==> src/hw/rtl/mst_pkg.sv <==
// shared constants for the masked subnet table: field widths, request kinds,
// result status codes and the default table depth
// no dependencies
`timescale 1ns / 1ps

package mst_pkg;

    localparam int unsigned ADDR_W      = 32;
    localparam int unsigned KIND_W      = 2;
    localparam int unsigned STATUS_W    = 2;
    localparam int unsigned ENTRIES_DEF = 16;

    // request kinds
    localparam logic [KIND_W-1:0] KIND_INSERT = 2'd0;
    localparam logic [KIND_W-1:0] KIND_CLEAR  = 2'd1;
    localparam logic [KIND_W-1:0] KIND_MATCH  = 2'd2;

    // result status codes
    localparam logic [STATUS_W-1:0] STATUS_DONE = 2'd0;
    localparam logic [STATUS_W-1:0] STATUS_DUP  = 2'd1;
    localparam logic [STATUS_W-1:0] STATUS_FULL = 2'd2;

endpackage

==> src/hw/rtl/mst_req_if.sv <==
// request channel of the masked subnet table: valid/ready plus request payload
// depends on mst_pkg
`timescale 1ns / 1ps

interface mst_req_if;
    import mst_pkg::*;

    logic                valid;
    logic                ready;
    logic [KIND_W-1:0]   kind;
    logic [ADDR_W-1:0]   address;
    logic [ADDR_W-1:0]   prefix_mask;

    modport source (output valid, output kind, output address, output prefix_mask,
                    input ready);
    modport sink   (input valid, input kind, input address, input prefix_mask,
                    output ready);
endinterface

==> src/hw/rtl/mst_rsp_if.sv <==
// result channel of the masked subnet table: valid/ready plus hit and status
// depends on mst_pkg
`timescale 1ns / 1ps

interface mst_rsp_if;
    import mst_pkg::*;

    logic                valid;
    logic                ready;
    logic                hit;
    logic [STATUS_W-1:0] status;

    modport source (output valid, output hit, output status, input ready);
    modport sink   (input valid, input hit, input status, output ready);
endinterface

==> src/hw/rtl/mst_ram.sv <==
// generic single-write, single-read ram with registered read data
// no dependencies
`timescale 1ns / 1ps

module mst_ram #(
    parameter int unsigned WIDTH = 64,
    parameter int unsigned DEPTH = 16
) (
    input  logic                                     clk,
    input  logic                                     wr_en,
    input  logic [((DEPTH > 1) ? $clog2(DEPTH) : 1)-1:0] wr_addr,
    input  logic [WIDTH-1:0]                         wr_data,
    input  logic                                     rd_en,
    input  logic [((DEPTH > 1) ? $clog2(DEPTH) : 1)-1:0] rd_addr,
    output logic [WIDTH-1:0]                         rd_data
);

    logic [WIDTH-1:0] mem [DEPTH];

    always_ff @(posedge clk)
    begin
        if (wr_en)
        begin
            mem[wr_addr] <= wr_data;
        end
        if (rd_en)
        begin
            rd_data <= mem[rd_addr];
        end
    end

endmodule

==> src/hw/rtl/masked_subnet_table_top.sv <==
// masked subnet table top level: sequencer, fill count, shared entry comparator
// depends on mst_pkg, mst_req_if, mst_rsp_if and mst_ram
`timescale 1ns / 1ps

// masked subnet table. holds up to ENTRIES (address, mask) pairs in a single
// ram, filled from slot 0 upward; the fill count alone says which slots are
// live, so stored words need no reset and there is no clearing pass. every
// request gives exactly one result. insert scans the live entries for the same
// pair: found gives hit 1 / status duplicate, a full table gives status full,
// otherwise the pair is appended. clear drops the fill count to zero. match
// scans for any entry with ((address ^ entry_addr) & entry_mask) == 0. unused
// kind codes answer hit 0, status done. timing: one request at a time; insert
// and match scan the live entries before their result loads, clear and no-op
// go straight to the result, and the next request is taken in the cycle after
// the result loads. the scan reads one entry per cycle through the ram's
// single read port and checks it in one shared comparator. a result sits in
// an output register, so the next request is taken while the previous result
// still waits.

module masked_subnet_table_top #(
    parameter int unsigned ENTRIES = mst_pkg::ENTRIES_DEF
) (
    input  logic       clk,
    input  logic       rst_n,
    mst_req_if.sink    req,
    mst_rsp_if.source  rsp
);
    import mst_pkg::*;

    localparam int unsigned IDX_W   = (ENTRIES > 1) ? $clog2(ENTRIES) : 1;
    localparam int unsigned CNT_W   = $clog2(ENTRIES + 1);
    localparam int unsigned ENTRY_W = 2 * ADDR_W;
    localparam logic [CNT_W-1:0] FULL_CNT = CNT_W'(ENTRIES);

    typedef enum logic [2:0] {
        ST_IDLE   = 3'b001,
        ST_SCAN   = 3'b010,
        ST_RESULT = 3'b100
    } state_t;

    state_t              state_reg,      state_next;
    logic [CNT_W-1:0]    fill_reg,       fill_next;
    logic [CNT_W-1:0]    rd_idx_reg,     rd_idx_next;
    logic                cmp_valid_reg,  cmp_valid_next;
    logic                found_reg,      found_next;
    logic [KIND_W-1:0]   kind_reg,       kind_next;
    logic [ADDR_W-1:0]   addr_reg,       addr_next;
    logic [ADDR_W-1:0]   mask_reg,       mask_next;
    logic                res_hit_reg,    res_hit_next;
    logic [STATUS_W-1:0] res_status_reg, res_status_next;
    logic                out_valid_reg,  out_valid_next;
    logic                out_hit_reg,    out_hit_next;
    logic [STATUS_W-1:0] out_status_reg, out_status_next;

    logic                req_take;
    logic                issue;
    logic                scan_done;
    logic                wr_en;
    logic [ENTRY_W-1:0]  rd_data;
    logic [ADDR_W-1:0]   e_addr;
    logic [ADDR_W-1:0]   e_mask;
    logic [ADDR_W-1:0]   sel_mask;
    logic [ADDR_W-1:0]   extra;
    logic                entry_hit;
    logic                is_insert;
    logic                load_out;

    // entry storage: address in the upper half, mask in the lower half
    mst_ram #(
        .WIDTH (ENTRY_W),
        .DEPTH (ENTRIES)
    ) u_ram (
        .clk     (clk),
        .wr_en   (wr_en),
        .wr_addr (fill_reg[IDX_W-1:0]),
        .wr_data ({addr_reg, mask_reg}),
        .rd_en   (issue),
        .rd_addr (rd_idx_reg[IDX_W-1:0]),
        .rd_data (rd_data)
    );

    assign e_addr = rd_data[ENTRY_W-1:ADDR_W];
    assign e_mask = rd_data[ADDR_W-1:0];

    assign req.ready = (state_reg == ST_IDLE);
    assign req_take  = req.valid && req.ready;
    assign is_insert = (kind_reg == KIND_INSERT);

    // scan: read one live slot per cycle, compare it in the next cycle
    assign issue     = (state_reg == ST_SCAN) && (rd_idx_reg < fill_reg);
    assign scan_done = (state_reg == ST_SCAN) && !issue && !cmp_valid_reg;

    // shared comparator: insert wants an exact pair, match wants masked equality
    assign sel_mask  = is_insert ? {ADDR_W{1'b1}} : e_mask;
    assign extra     = is_insert ? (mask_reg ^ e_mask) : {ADDR_W{1'b0}};
    assign entry_hit = (((addr_reg ^ e_addr) & sel_mask) | extra) == {ADDR_W{1'b0}};

    // append only when the pair is new and there is room
    assign wr_en = scan_done && is_insert && !found_reg && (fill_reg != FULL_CNT);

    assign load_out = (state_reg == ST_RESULT) && (!out_valid_reg || rsp.ready);

    always_comb
    begin
        state_next      = state_reg;
        fill_next       = fill_reg;
        rd_idx_next     = rd_idx_reg;
        cmp_valid_next  = issue;
        found_next      = found_reg;
        kind_next       = kind_reg;
        addr_next       = addr_reg;
        mask_next       = mask_reg;
        res_hit_next    = res_hit_reg;
        res_status_next = res_status_reg;

        unique case (state_reg)
            ST_IDLE:
            begin
                if (req_take)
                begin
                    kind_next       = req.kind;
                    addr_next       = req.address;
                    mask_next       = req.prefix_mask;
                    rd_idx_next     = '0;
                    found_next      = 1'b0;
                    res_hit_next    = 1'b0;
                    res_status_next = STATUS_DONE;
                    if (req.kind == KIND_INSERT || req.kind == KIND_MATCH)
                    begin
                        state_next = ST_SCAN;
                    end
                    else
                    begin
                        if (req.kind == KIND_CLEAR)
                        begin
                            fill_next = '0;
                        end
                        state_next = ST_RESULT;
                    end
                end
            end
            ST_SCAN:
            begin
                if (issue)
                begin
                    rd_idx_next = rd_idx_reg + 1'b1;
                end
                if (cmp_valid_reg && entry_hit)
                begin
                    found_next = 1'b1;
                end
                if (scan_done)
                begin
                    state_next = ST_RESULT;
                    if (is_insert)
                    begin
                        if (found_reg)
                        begin
                            res_hit_next    = 1'b1;
                            res_status_next = STATUS_DUP;
                        end
                        else if (fill_reg == FULL_CNT)
                        begin
                            res_status_next = STATUS_FULL;
                        end
                        else
                        begin
                            fill_next = fill_reg + 1'b1;
                        end
                    end
                    else
                    begin
                        res_hit_next = found_reg;
                    end
                end
            end
            ST_RESULT:
            begin
                if (load_out)
                begin
                    state_next = ST_IDLE;
                end
            end
            default:
            begin
                state_next = ST_IDLE;
            end
        endcase
    end

    // output register parts the result side from the sequencer
    always_comb
    begin
        out_hit_next    = out_hit_reg;
        out_status_next = out_status_reg;
        out_valid_next  = out_valid_reg;
        if (load_out)
        begin
            out_valid_next  = 1'b1;
            out_hit_next    = res_hit_reg;
            out_status_next = res_status_reg;
        end
        else if (out_valid_reg && rsp.ready)
        begin
            out_valid_next = 1'b0;
        end
    end

    always_ff @(posedge clk or negedge rst_n)
    begin
        if (!rst_n)
        begin
            state_reg     <= ST_IDLE;
            fill_reg      <= '0;
            rd_idx_reg    <= '0;
            cmp_valid_reg <= 1'b0;
            found_reg     <= 1'b0;
            kind_reg      <= KIND_INSERT;
            out_valid_reg <= 1'b0;
        end
        else
        begin
            state_reg     <= state_next;
            fill_reg      <= fill_next;
            rd_idx_reg    <= rd_idx_next;
            cmp_valid_reg <= cmp_valid_next;
            found_reg     <= found_next;
            kind_reg      <= kind_next;
            out_valid_reg <= out_valid_next;
        end
    end

    // payload registers, no reset
    always_ff @(posedge clk)
    begin
        addr_reg       <= addr_next;
        mask_reg       <= mask_next;
        res_hit_reg    <= res_hit_next;
        res_status_reg <= res_status_next;
        out_hit_reg    <= out_hit_next;
        out_status_reg <= out_status_next;
    end

    assign rsp.valid  = out_valid_reg;
    assign rsp.hit    = out_hit_reg;
    assign rsp.status = out_status_reg;

endmodule

==> src/flat_wrapper.sv <==
// flat-port wrapper written by rule: the top's interface ports become plain ports
module masked_subnet_table_top_flat import mst_pkg::*;
#(
    parameter int unsigned ENTRIES = mst_pkg::ENTRIES_DEF
)
  (clk, rst_n, req_valid, req_kind, req_address, req_prefix_mask, req_ready, rsp_valid, rsp_hit, rsp_status, rsp_ready);
  mst_req_if req_i ();
  mst_rsp_if rsp_i ();
  input  logic clk;
  input  logic rst_n;
  input wire logic [$bits(req_i.valid)-1:0] req_valid;
  input wire logic [$bits(req_i.kind)-1:0] req_kind;
  input wire logic [$bits(req_i.address)-1:0] req_address;
  input wire logic [$bits(req_i.prefix_mask)-1:0] req_prefix_mask;
  output wire logic [$bits(req_i.ready)-1:0] req_ready;
  output wire logic [$bits(rsp_i.valid)-1:0] rsp_valid;
  output wire logic [$bits(rsp_i.hit)-1:0] rsp_hit;
  output wire logic [$bits(rsp_i.status)-1:0] rsp_status;
  input wire logic [$bits(rsp_i.ready)-1:0] rsp_ready;
  assign req_i.valid = req_valid;
  assign req_i.kind = req_kind;
  assign req_i.address = req_address;
  assign req_i.prefix_mask = req_prefix_mask;
  assign req_ready = req_i.ready;
  assign rsp_valid = rsp_i.valid;
  assign rsp_hit = rsp_i.hit;
  assign rsp_status = rsp_i.status;
  assign rsp_i.ready = rsp_ready;
  masked_subnet_table_top #(.ENTRIES(ENTRIES)) u_core (.clk(clk), .rst_n(rst_n), .req(req_i), .rsp(rsp_i));
endmodule
==> config.mk <==
export PLATFORM = sky130hd
export DESIGN_NAME = masked_subnet_table_top_flat
export DESIGN_NICKNAME = d
export VERILOG_FILES = /design/src/hw/rtl/mst_pkg.sv /design/src/hw/rtl/mst_req_if.sv /design/src/hw/rtl/mst_rsp_if.sv /design/src/hw/rtl/mst_ram.sv /design/src/hw/rtl/masked_subnet_table_top.sv /design/src/flat_wrapper.sv
export SDC_FILE = /design/constraint.sdc
export NUM_CORES = 1
export LEC_CHECK = 0
export BUFFER_PORTS_ARGS = -buffer_cell sky130_fd_sc_hd__buf_4
export CAP_MARGIN = 30
export CORE_MARGIN = 4
export CORE_UTILIZATION = 55
export DETAILED_ROUTE_END_ITERATION = 7
export PLACE_DENSITY = 0.71
export SLEW_MARGIN = 10
export SYNTH_ARGS = -nofsm -noshare
export SYNTH_HDL_FRONTEND = slang
export SYNTH_SLANG_ARGS = --single-unit
==> constraint.sdc <==
create_clock -name clk -period 6.9 [get_ports clk]
set_input_delay 0.345 -clock clk [delete_from_list [all_inputs] [get_ports clk]]
set_output_delay 0.345 -clock clk [all_outputs]
set_load 0.01 [all_outputs]
Word level (Yosys, flattened, before mapping)
Memory sizes are Yosys's and may differ from the RTL's. A register that Yosys moved wholly into a read port is not among the register bits.
Index checks and enable logic that the tools add are counted.
{"block": "op_classes", "add_sub_neg": 2, "n_eq_ne": 19, "bitwise": 4, "mux": 35, "reduce_logical": 28, "magnitude_cmp": 1}
{"operator": "$mux W32", "n": 2}
{"operator": "$xor A32 B32 Y32", "n": 2}
{"operator": "$mux W5", "n": 9}
{"operator": "$and A32 B32 Y32", "n": 1}
{"operator": "$logic_not A32 Y1", "n": 1}
{"operator": "$or A32 B32 Y32", "n": 1}
{"operator": "$pmux W5 S2", "n": 2}
{"operator": "$mux W3", "n": 4}
{"operator": "$ne A2 B2 Y1 const B", "n": 6}
{"operator": "$add A5 B1 Y5 const B", "n": 2}
{"operator": "$logic_and A1 B1 Y1", "n": 10}
{"operator": "$mux W2", "n": 5}
{"operator": "$mux W1", "n": 9}
{"operator": "$pmux W3 S3", "n": 1}
{"operator": "$reduce_and A3 Y1", "n": 3}
{"operator": "$ne A2 B1 Y1 const B", "n": 4}
{"operator": "$reduce_and A8 Y1", "n": 1}
{"operator": "$ne A3 B2 Y1 const B", "n": 2}
{"operator": "$eq A5 B5 Y1 const B", "n": 1}
{"operator": "$lt A5 B5 Y1", "n": 1}
{"operator": "$ne A5 B5 Y1 const B", "n": 1}
{"operator": "$reduce_and A5 Y1", "n": 1}
{"operator": "$logic_not A1 Y1", "n": 4}
{"operator": "$logic_not A2 Y1", "n": 2}
{"operator": "other kinds (11)", "n": 14}
{"block": "word_totals", "regBits": 88, "out_inout_bits": 5, "wordCells": 103, "input_bits": 70, "memories": 1, "ram_bits": 1024}
{"memory": "u_core.u_ram.mem", "depth": 16, "word_bits": 64, "rd": 1, "rd_clocked_by_memory_dff": 1, "write_ports": 1, "line": "mst_ram.sv:18", "rtl": "logic [WIDTH-1:0] mem [DEPTH];"}

Logic depth before layout (Yosys ltp)
Gate-level depths: netlist of run 1.
{"block": "depth", "ltp_word": 10, "ltp_mapped": 9, "depth_no_buf": 8}

Cells and area by module
From an unflattened synthesis of run 1, not the netlist that was laid out.
{"block": "hier_totals", "cells_unflattened": 1959, "area_unflattened_um2": 44275.0}
{"mod": "mst_ram", "n_inst": 1, "area_per_inst_um2": 40222.3, "seq_area_each_um2": 32671.3, "cells_each": 1647}
{"mod": "masked_subnet_table_top", "n_inst": 1, "area_per_inst_um2": 4052.6, "seq_area_each_um2": 2553.7, "cells_each": 312}

Worst setup path after synthesis of run 1
No wires, ideal clock.
{"block": "synth_path", "path_type": "flip-flop to flip-flop", "start": "register u_core.fill_reg[3]", "end": "memory u_core.u_ram.mem[15][0] (enable)", "setup_slack_ns": 1.887, "path_stages_with_launch": 9, "setup_time_ns": 0.486, "synth_period_minus_slack_ns": 5.013, "t_required_ns": 6.414, "n_path_buf": 2, "t_arrival_ns": 4.527, "cell_sequence": "dfrtp_1 -> buf_2 -> inv_1 -> ha_1 -> and4_1 -> a221oi_2 -> or4b_1 -> buf_2 -> nor2_1"}
{"block": "synth_between", "elab_chain_len": 10, "elab_cells_between_ends": 11, "cone_classes": "order compare: 1; eq/ne: 1; mux: 2; reduce/logical: 7"}
{"element": "from (decl)", "line": "masked_subnet_table_top.sv:42", "rtl": "logic [CNT_W-1:0] fill_reg, fill_next;"}
{"element": "from (signal assigned)", "line": "masked_subnet_table_top.sv:224", "rtl": "fill_reg <= fill_next;"}
{"element": "$lt A5 B5 Y1", "line": "masked_subnet_table_top.sv:90", "rtl": "assign issue = (state_reg == ST_SCAN) && (rd_idx_reg < fill_reg);"}
{"element": "$logic_and A1 B1 Y1", "line": "masked_subnet_table_top.sv:90"}
{"element": "$logic_not A1 Y1", "line": "masked_subnet_table_top.sv:91", "rtl": "assign scan_done = (state_reg == ST_SCAN) && !issue && !cmp_valid_reg;"}
{"element": "$logic_and A1 B1 Y1 (2 in a row)", "line": "masked_subnet_table_top.sv:91"}
{"element": "$logic_and A1 B1 Y1 (3 in a row)", "line": "masked_subnet_table_top.sv:99", "rtl": "assign wr_en = scan_done && is_insert && !found_reg && (fill_reg != FULL_CNT);"}
{"element": "$mux W1", "line": "mst_ram.sv:22", "rtl": "if (wr_en)"}
{"element": "$mux W1 (implied by the code)", "line": "mst_ram.sv:24", "rtl": "mem[wr_addr] <= wr_data;"}
{"element": "to (decl)", "line": "mst_ram.sv:18"}
Parallel ways exist; a longest one is shown, timed or not.

Final worst setup path of run 1
{"block": "layout_path", "start": "register u_core.fill_reg[2]", "end": "memory u_core.u_ram.mem[2][1] (enable)"}
Same word-level chain as after synthesis.

==> results of run 1 <==
metal layers:
metal,wire [µm],up-vias,GRT usage (%)
met4,2020,0,5.17
met3,5190,152,3.19
li1,-,8192,-
met1,37500,10600,31.3
met5,0,-,0
met2,47200,715,36.2
final cells by class:
type,instances,share of cell area [%]
multi-input cells,545,17.6
repair buffers,173,3.09
clock inverters,59,0.787
clock buffers,151,6.17
flip-flops and latches,1176,69.7
inverters,8,0.0643
well taps,1050,2.60
power by group:
| group | total (mW) | switching (mW) | internal (mW) |
|---|---|---|---|
| registers | 8.41 | 0.286 | 8.12 |
| clock network | 5.88 | 2.54 | 3.34 |
| logic | 0.572 | 0.333 | 0.239 |
| total | 14.9 | 3.15 | 11.7 |
final timing paths:
check	startpoint	end	slack, ns
max in group asynchronous	rst_n	u_core.state_reg[0]	6.51
hold / removal	rst_n	u_core.state_reg[1]	0.11
min in group clk	req_valid	u_core.state_reg[2]	0.12
setup / recovery	u_core.fill_reg[2]	u_core.u_ram.mem[2][1]	2.71
hold reg to reg	u_core.res_status_reg[0]	u_core.rsp.status[0]	0.44
setup reg to reg	u_core.fill_reg[2]	u_core.u_ram.mem[2][1]	2.71
layout by cell type, fill, tap and decap left out, types with 10 or more instances in the layout:
cell / count
sky130_fd_sc_hd__edfxtp_1: 1158
sky130_fd_sc_hd__mux4_2: 320
sky130_fd_sc_hd__clkbuf_16: 119
sky130_fd_sc_hd__buf_4: 97
sky130_fd_sc_hd__dlygate4sd3_1: 68
sky130_fd_sc_hd__xor2_1: 61
sky130_fd_sc_hd__o21ai_0: 39
sky130_fd_sc_hd__clkbuf_1: 30
sky130_fd_sc_hd__clkinv_1: 26
sky130_fd_sc_hd__clkinv_2: 25
sky130_fd_sc_hd__dfrtp_1: 13
sky130_fd_sc_hd__nand2_1: 11
sky130_fd_sc_hd__nand4_1: 10
what timing repair did:
| action | in CTS | in global routing |
|---|---|---|
| setup endpoints to repair | 0 | 0 |
| buffers inserted | 0 | 0 |
| endpoints found under the hold margin | 86 | 0 |
| gates resized for setup | 0 | 0 |
| hold buffers | 68 | 0 |
per-stage QoR:
stage / util (%) / power [mW] / cell area, µm²
CTS: 63.6 / 15.0 / 50500
floorplan: - / 8.75 / 44400
global route: 63.6 / 15.3 / 50600
detailed placement: 58.3 / 9.10 / 46300
finish: 63.6 / 14.9 / 50600
global placement: 58.2 / 9.07 / 46300
cells by family after synthesis:
kind of cell	after synthesis	share of synthesized area, %
adders and majority gates	9	0.253
xor gates and xnor gates	66	1.30
DFF	1176	79.3
and+or+nand+nor	87	1.21
muxes	321	16.2
buffers and inverters	88	0.848
AOI/OAI and AO/OA	62	0.856
==> flow_summary.json, run 1 <==
{
  "gp_weighted_congestion": 0.808,
  "layout.cells.non_filler": 3162,
  "gr-total-overflow": 0,
  "grt_max_degree": 159,
  "route.antenna.remaining_nets": 0,
  "die_h_um": 292,
  "die_width_um": 292,
  "crit_family": "simple AND/OR/NAND/NOR gates",
  "placed_cells_incl_taps": 2882,
  "finalSetupViolCount": 0,
  "clock_latency_reported_for_the_late_side_of_the_worst_skew_pair_ns": 0.67,
  "tightestPinTransition_ns": 1.03,
  "reg.largest.list": "u_core.u_ram.mem x1024, u_core.u_ram.rd_data x64",
  "synthesis.yosys.warnings": 0,
  "largest_register_by_flop_count": "u_core.u_ram.mem",
  "synth.largest_area_cell": "sky130_fd_sc_hd__edfxtp_1",
  "initial_utilization_pct": 55.9,
  "clk_path_buf_depth": 3,
  "peakVddDrop_mv": 0.221,
  "number_of_antenna_diodes": 0,
  "post_synth_num_cell_types": 49,
  "slowest_stage": "sky130_fd_sc_hd__or4b_1",
  "maxCapViolCount": 0,
  "cts_max_level": 3,
  "synth_top_cells_by_area": "sky130_fd_sc_hd__edfxtp_1 78%, sky130_fd_sc_hd__mux4_2 16%, sky130_fd_sc_hd__xor2_1 1.2%",
  "ys_seq_area_share_pct": 79.3,
  "global_route_wire_length_before_repair_um": 138000,
  "path_depth": 9,
  "ys_top_cells_by_count": "1,158 x sky130_fd_sc_hd__edfxtp_1, 320 x sky130_fd_sc_hd__mux4_2, 61 x sky130_fd_sc_hd__xor2_1, 47 x sky130_fd_sc_hd__clkbuf_1, 39 x sky130_fd_sc_hd__o21ai_0",
  "register_area_mm2": 0.0352,
  "final.setup.tns_ns": 0,
  "rows": 103,
  "cts_sinks": 1176,
  "ioPinCount": 75,
  "cpPeakStageDelay_ns": 0.73,
  "fin_ws_ns": 2.71,
  "place.detailed.hpwl_um": 50600,
  "synth_cells": 1809,
  "post-synth-top-area-fraction_pct": 78.3,
  "avgRoutedWirePerCell_um": 29.1,
  "clock_tree.root_cell": "sky130_fd_sc_hd__clkbuf_16",
  "reg2reg_depth": 9,
  "power_density_mw_per_mm2": 294,
  "fmax_mhz": 239,
  "synth_fp_nets": 1888,
  "synth_enable_flop_cells": 1158,
  "crit_chain": "inv_1 > ha_1 > a21o_1 > a21o_1 > a221oi_2 > or4b_1 > nor3_2 > and2_4 > buf_4",
  "synth_flop_cell": "sky130_fd_sc_hd__edfxtp_1",
  "final_max_slew_violation_count": 0,
  "finalWirelength_um": 91900,
  "synth_most_common_cell": "sky130_fd_sc_hd__edfxtp_1",
  "whs_ns": 0.113,
  "worst_setup_hold_path_clk_slew_ns": 0.06,
  "initial_antenna_violation_count": 0,
  "floorplan.core_area_mm2": 0.0795,
  "first_global_vias": 20700,
  "tritoncts.num_buffers": 115,
  "critPathKind": "flip-flop to flip-flop",
  "relSlewSlack_pct": 31.3,
  "dpl_ws_ns": 2.69,
  "cpMostUsedCell": "sky130_fd_sc_hd__a21o_1",
  "drive_gt1_share_pct": 29.0,
  "mappedNetlistArea_mm2": 0.0444,
  "largest_register_ff_count": 1024,
  "ys_seq_elements": 1176,
  "period_minus_slack_ns": 4.19,
  "start_kind": "flip-flop",
  "multi_input_comb_area_mm2": 0.00889,
  "flow.area_growth_from_synthesis_pct": 13.8,
  "grt_use_total_pct": 21.8,
  "worst_setup_path_end_kind": "flip-flop",
  "vias": 19700,
  "route.detailed.drc": 0,
  "run_status": "finished clean",
  "cp.buffers_inverters": 2,
  "io_buffer_count": 74,
  "drt_pass1_iterations": 5,
  "clock_tree_from_tritoncts": "yes",
  "min-delay-path-class": "input pin to asynchronous set/reset pin",
  "finalHoldViolations": 0,
  "timing.final.crit_share_pct": 60.7,
  "synthArstFlopShare_pct": 1.53,
  "arrival_ns": 4.49,
  "critical_path_peak_fanout": 39,
  "vias_per_cell": 6.22,
  "nNetsFinal": 2098,
  "fin_worst_skew_ns": 0.0217,
  "setup_repair_after_global_routing_missed_its_margin": "false",
  "n_fill_cell": 5063,
  "syn_avg_cell_area_um2": 24.6,
  "detailedRoute.firstIterationViolations": 2166,
  "power.leakage_nw": 15.5,
  "design.die.area_mm2": 0.0854,
  "crit_required_ns": 7.20
}
No activity file was read; power rests on OpenSTA's default activity.
==> run 2, diff against run 1 <==
- clock period: 6.9 -> 3.9 ns (I/O delays scaled with it)
==> run 2 against run 1 <==
  * Cell area up 2.2%
  * Setup slack worse by 2.2 ns
  * Sequential power rose by 76%
  * Critical path type unchanged
  * Sequential cell count unchanged
==> flow_summary.json, run 2 (synthesis results as in run 1) <==
{
  "ioPinCount": 75,
  "route.antenna.remaining_nets": 0,
  "clock_tree.root_cell": "sky130_fd_sc_hd__clkbuf_16",
  "rows": 103,
  "clock_tree_from_tritoncts": "yes",
  "reg.largest.list": "u_core.u_ram.mem x1024, u_core.u_ram.rd_data x64",
  "power.leakage_nw": 16.0,
  "gp_weighted_congestion": 0.818,
  "cts_sinks": 1176,
  "critPathKind": "flip-flop to flip-flop",
  "place.detailed.hpwl_um": 57900,
  "drive_gt1_share_pct": 31.1,
  "register_area_mm2": 0.0352,
  "period_minus_slack_ns": 3.41,
  "total_power_mw": 27.3,
  "arrival_ns": 3.77,
  "whs_ns": 0.227,
  "n_fill_cell": 4972,
  "commonest_non_fill_non_tap_cell_in_the_layout": "sky130_fd_sc_hd__edfxtp_1",
  "tritoncts.num_buffers": 115,
  "worst_setup_path_end_kind": "flip-flop",
  "switching_share_pct": 21.4,
  "timing.final.crit_share_pct": 87.3,
  "largest_register_by_flop_count": "u_core.u_ram.mem",
  "clock_latency_reported_for_the_late_side_of_the_worst_skew_pair_ns": 0.68,
  "largest_register_ff_count": 1024,
  "run_status": "finished clean",
  "nNetsFinal": 2145,
  "flow.area_growth_from_synthesis_pct": 16.3,
  "maxCapViolCount": 0,
  "cts_setup_buffers": 0,
  "layout.cells.non_filler": 3217,
  "relSlewSlack_pct": 35.6,
  "finalWirelength_um": 99900,
  "clk_path_buf_depth": 3,
  "vias_per_cell": 6.32,
  "layout_common_cells": "1,158 x sky130_fd_sc_hd__edfxtp_1, 320 x sky130_fd_sc_hd__mux4_2, 116 x sky130_fd_sc_hd__clkbuf_16",
  "multi_input_comb_area_mm2": 0.00889,
  "die_width_um": 292,
  "fin_ws_ns": 0.495,
  "grt_max_degree": 138,
  "crit_required_ns": 4.27,
  "stdcell_area_mm2": 0.0517,
  "cts_max_level": 3,
  "vias": 20300,
  "final.setup.tns_ns": 0,
  "initial_antenna_violation_count": 5,
  "avgRoutedWirePerCell_um": 31.0,
  "dpl_ws_ns": 0.527,
  "power_density_mw_per_mm2": 528,
  "min-delay-path-class": "input pin to flip-flop",
  "start_kind": "flip-flop",
  "global_route_wire_length_before_repair_um": 147000,
  "drt_pass1_iterations": 5,
  "tightestPinTransition_ns": 0.956,
  "die_h_um": 292,
  "switchingPower_mw": 5.83,
  "grt_use_total_pct": 23.7,
  "worst_setup_hold_path_clk_slew_ns": 0.06,
  "gr-total-overflow": 0,
  "design.die.area_mm2": 0.0854,
  "io_buffer_count": 74,
  "critical_path_peak_fanout": 23,
  "finalCoreUtilization_pct": 65.0,
  "route.detailed.drc": 0,
  "clock_power_share_pct": 41.4,
  "initial_utilization_pct": 55.9,
  "fmax_mhz": 294,
  "floorplan.core_area_mm2": 0.0795,
  "finalHoldViolations": 0,
  "final_max_slew_violation_count": 0,
  "peakVddDrop_mv": 0.504,
  "fin_worst_skew_ns": 0.0240,
  "placed_cells_incl_taps": 2928,
  "setup_repair_after_global_routing_missed_its_margin": "false",
  "finalSetupViolCount": 0,
  "cellInternalPower_mw": 21.5,
  "first_global_vias": 21100,
  "share_comb_of_total_power_pct": 4.3,
  "detailedRoute.firstIterationViolations": 2367,
  "dpl-instance-area_mm2": 0.0471,
  "power.sequential.fraction_pct": 54.3
}
-- run 2: cell count changes in the layout (fill, tap and decap cells not counted), sizes merged --
cell / before / now
clkbuf: 152 / 130
inv: 10 / 15
clkinvlp: 1 / 8
diode: 0 / 1
dlygate4sd3: 68 / 71
clkinv: 51 / 54
buf: 104 / 149
bufinv: 5 / 18
-- run 2: worst paths after layout --
kind                            slack (ns)  depth (start not counted)                 endpoint                startpoint
worst max-delay path                  0.49                          8  u_core.u_ram.mem[1][32]        u_core.fill_reg[3]
worst max register to register        0.49                          8  u_core.u_ram.mem[1][32]        u_core.fill_reg[3]
min in group asynchronous             0.60                          3      u_core.state_reg[0]                     rst_n
worst min-delay path                  0.23                          2      u_core.addr_reg[17]           req_address[17]
worst min register to register        0.42                          0     u_core.rsp.status[1]  u_core.res_status_reg[1]
max in group asynchronous             1.93                          4     u_core.rd_idx_reg[2]                     rst_n
-- run 2: final cells by class --
type                            instances  share of cell area, %
Antenna cell                            1                0.00484
Sequential cell                      1176                   68.2
Inverter                                8                 0.0629
Tap cell                             1050                   2.54
Timing Repair Buffer                  220                   4.51
Clock inverter                         87                   1.78
Multi-Input combinational cell        545                   17.2
Clock buffer                          130                   5.72
-- run 2: power by group through the flow --
| stage | Combinational (mW) | Sequential [mW] | Clock (mW) |
|---|---|---|---|
| 3_3_place_gp | 1.09 | 15.0 | 0 |
| 2_1_floorplan | 0.586 | 14.9 | 0 |
| 3_5_place_dp | 1.11 | 15.1 | 0 |
| 4_1_cts | 1.18 | 14.8 | 11.5 |
| 6_report | 1.17 | 14.8 | 11.3 |
| 5_1_grt | 1.25 | 14.8 | 12.1 |
-- run 2: repair_timing --
| item | CTS | global route |
|---|---|---|
| hold endpoints to repair | 90 | 0 |
| hold buffers | 71 | 0 |
| resized for setup | 0 | 0 |
| endpoints found under the setup margin | 0 | 0 |
-- run 2: worst max-delay path, cell delays in order (launching register included) --
cell	delay, ns
sky130_fd_sc_hd__dfrtp_1	0.57
sky130_fd_sc_hd__inv_1	0.16
sky130_fd_sc_hd__ha_1	0.33
sky130_fd_sc_hd__and4_1	0.23
sky130_fd_sc_hd__a221oi_2	0.11
sky130_fd_sc_hd__or4b_1	0.72
sky130_fd_sc_hd__nor3_2	0.26
sky130_fd_sc_hd__and2_4	0.43
sky130_fd_sc_hd__buf_12	0.25
-- run 2: layer usage --
metal,vias to the layer above,GRT usage (%),part of all wire (%),wire length [µm]
li1,8311,-,-,-
met1,10900,33.3,39,38700
met2,987,39.3,51,50500
met3,168,4.57,7.9,7930
met4,8,5.99,2.7,2660
met5,-,0,0.046,46
==> run 3, diff against run 2 <==
- CELL_PAD_IN_SITES_DETAIL_PLACEMENT: unset -> 1
- CELL_PAD_IN_SITES_GLOBAL_PLACEMENT: unset -> 2
- CORE_UTILIZATION: 55 -> 51
- PLACE_DENSITY: 0.71 -> unset
- PLACE_DENSITY_LB_ADDON: unset -> 0.1
==> run 3 against run 2 <==
  * Cell area barely moved
  * Global-route usage rose by 0.48 points
  * Critical path depth unchanged
  * Clock skew increased by 0.0050 ns
  * Critical endpoint is now u_core.u_ram.mem[6][39]
  * Combinational power rose by 19%
  * Count of clock-buffer cells in the layout increased by 12
  * Sequential share of layout area is 0.068 points higher
  * Die area increased by 7.6%
  * Highest routed layer is now met4
  * Largest power group unchanged
  * Clock power about the same
==> flow_summary.json, run 3 (synthesis results as in run 1) <==
{
  "run_status": "finished clean",
  "timing.final.crit_share_pct": 88.5,
  "met2_usage_pct": 42.7,
  "initial_antenna_violation_count": 1,
  "crit_family": "simple AND/OR/NAND/NOR gates",
  "clock_latency_reported_for_the_late_side_of_the_worst_skew_pair_ns": 0.70,
  "die_h_um": 303,
  "grt_use_total_pct": 24.2,
  "grt_busiest_layer": "met2",
  "cpPeakStageDelay_ns": 0.74,
  "n_fill_cell": 6868,
  "dpl_ws_ns": 0.461,
  "worst_setup_hold_path_clk_slew_ns": 0.06,
  "clock_tree.root_cell": "sky130_fd_sc_hd__clkbuf_16",
  "cts_sinks": 1176,
  "io_buffer_count": 74,
  "largest_register_ff_count": 1024,
  "die_width_um": 303,
  "clk_path_buf_depth": 3,
  "met3_track_demand_over_resource_in_global_routing_pct": 3.47,
  "fin_worst_skew_ns": 0.0290,
  "fmax_mhz": 290,
  "critPathKind": "flip-flop to flip-flop",
  "reg.largest.list": "u_core.u_ram.mem x1024, u_core.u_ram.rd_data x64",
  "global_route_wire_length_before_repair_um": 157000,
  "cts_hold_repair.buffers": 71,
  "power_density_mw_per_mm2": 524,
  "finalWirelength_um": 108000,
  "clock_tree_from_tritoncts": "yes",
  "power.leakage_nw": 15.9,
  "slowest_stage": "sky130_fd_sc_hd__or4b_1",
  "finalCoreUtilization_pct": 60.2,
  "min-delay-path-class": "input pin to flip-flop",
  "floorplan.core_area_mm2": 0.0858,
  "route.detailed.drc": 0,
  "setup_repair_after_global_routing_missed_its_margin": "false",
  "maxCapViolCount": 0,
  "regToRegSetupSlack_ns": 0.45,
  "vias_per_cell": 6.02,
  "switchingPower_mw": 5.87,
  "tritoncts.num_buffers": 118,
  "gr-total-overflow": 0,
  "drt_pass1_iterations": 5,
  "relSlewSlack_pct": 40.4,
  "power.sequential.fraction_pct": 54.3,
  "finalSetupViolCount": 0,
  "detailedRoute.firstIterationViolations": 1813,
  "initial_utilization_pct": 51.8,
  "cts_setup_buffers": 0,
  "register_area_mm2": 0.0352,
  "switching_share_pct": 21.7,
  "ioPinCount": 75,
  "nNetsFinal": 2161,
  "avgRoutedWirePerCell_um": 32.3,
  "drive_gt1_share_pct": 31.0,
  "commonest_non_fill_non_tap_cell_in_the_layout": "sky130_fd_sc_hd__edfxtp_1",
  "multi_input_comb_area_mm2": 0.00889,
  "clock_power_share_pct": 40.6,
  "reg2reg_depth": 8,
  "cp.buffers_inverters": 2,
  "route.antenna.remaining_nets": 0,
  "worst_setup_path_end_kind": "flip-flop",
  "gp_weighted_congestion": 0.777,
  "final_max_slew_violation_count": 0,
  "tightestPinTransition_ns": 0.893,
  "critical_path_peak_fanout": 64,
  "finalHoldViolations": 0,
  "cellInternalPower_mw": 21.2,
  "place.detailed.hpwl_um": 63900,
  "peakVddDrop_mv": 0.445,
  "path_depth": 8,
  "crit_chain": "inv_1 > ha_1 > and4_1 > a221oi_2 > or4b_1 > nor2_4 > and3_4 > buf_12",
  "fin_ws_ns": 0.449,
  "flow.area_growth_from_synthesis_pct": 16.2,
  "vias": 20000,
  "first_global_vias": 21600,
  "largest_register_by_flop_count": "u_core.u_ram.mem",
  "arrival_ns": 3.76,
  "final.setup.tns_ns": 0,
  "share_comb_of_total_power_pct": 5.2,
  "cts.repair.resized": 0,
  "start_kind": "flip-flop",
  "cts_max_level": 3,
  "crit_required_ns": 4.21,
  "design.die.area_mm2": 0.0919,
  "holdPathStages": 2,
  "period_minus_slack_ns": 3.45,
  "layout_common_cells": "1,158 x sky130_fd_sc_hd__edfxtp_1, 320 x sky130_fd_sc_hd__mux4_2, 133 x sky130_fd_sc_hd__buf_4",
  "rows": 107,
  "groute.layer.met1.usage_pct": 32.3,
  "grt_max_degree": 105
}
[run 3: cell type report]
type / count / share of cell area (%)
multi-input cells: 545 / 17.2
diodes: 2 / 0.00969
clock inverters: 77 / 1.30
well taps: 1144 / 2.77
flip-flops and latches: 1176 / 68.2
inverters: 8 / 0.0630
repair buffers: 233 / 4.41
clock buffers: 142 / 5.97
[run 3: through the flow]
stage          std cells  hold slack (ns)  total power, mW  cell area (µm²)
6_report            3327            0.217             27.1            51600
5_1_grt             3325            0.177             28.0            51600
4_1_cts             3324            0.163             27.3            51600
3_5_place_dp        3034           0.0953             16.3            47200
3_3_place_gp        3033           0.0886             16.2            47100
2_1_floorplan       1809           -0.101             15.5            44500
[run 3: metal layers]
| layer | up-vias | part of all wire [%] |
|---|---|---|
| met1 | 11000 | 40 |
| met3 | 135 | 4.2 |
| met4 | 0 | 2.2 |
| li1 | 8324 | - |
| met5 | - | 0 |
| met2 | 554 | 54 |
[run 3: path summary, 6_finish.rpt]
kind                                      from                       to
max                         u_core.fill_reg[3]  u_core.u_ram.mem[6][39]
min                        req_prefix_mask[18]      u_core.mask_reg[18]
max reg2reg                 u_core.fill_reg[3]  u_core.u_ram.mem[6][39]
min reg2reg                 u_core.res_hit_reg           u_core.rsp.hit
max in group asynchronous                rst_n     u_core.rd_idx_reg[0]
min in group asynchronous                rst_n      u_core.state_reg[0]
[run 3: power groups by stage]
stage | sequential [mW] | combinational [mW] | clock, mW
2_1_floorplan | 14.9 | 0.586 | 0
3_3_place_gp | 14.9 | 1.31 | 0
3_5_place_dp | 15.0 | 1.35 | 0
4_1_cts | 14.7 | 1.42 | 11.2
5_1_grt | 14.7 | 1.50 | 11.8
6_report | 14.7 | 1.39 | 11.0
[run 3: worst register-to-register path: cells and delay by family, from the launching register on]
family / cells / cell delay [ns]
AO/OA/AOI/OAI: 1 / 0.11
adder cells (fa/ha/maj): 1 / 0.33
buffers and inverters: 2 / 0.47
flip-flops: 1 / 0.58
AND/OR/NAND/NOR: 4 / 1.41
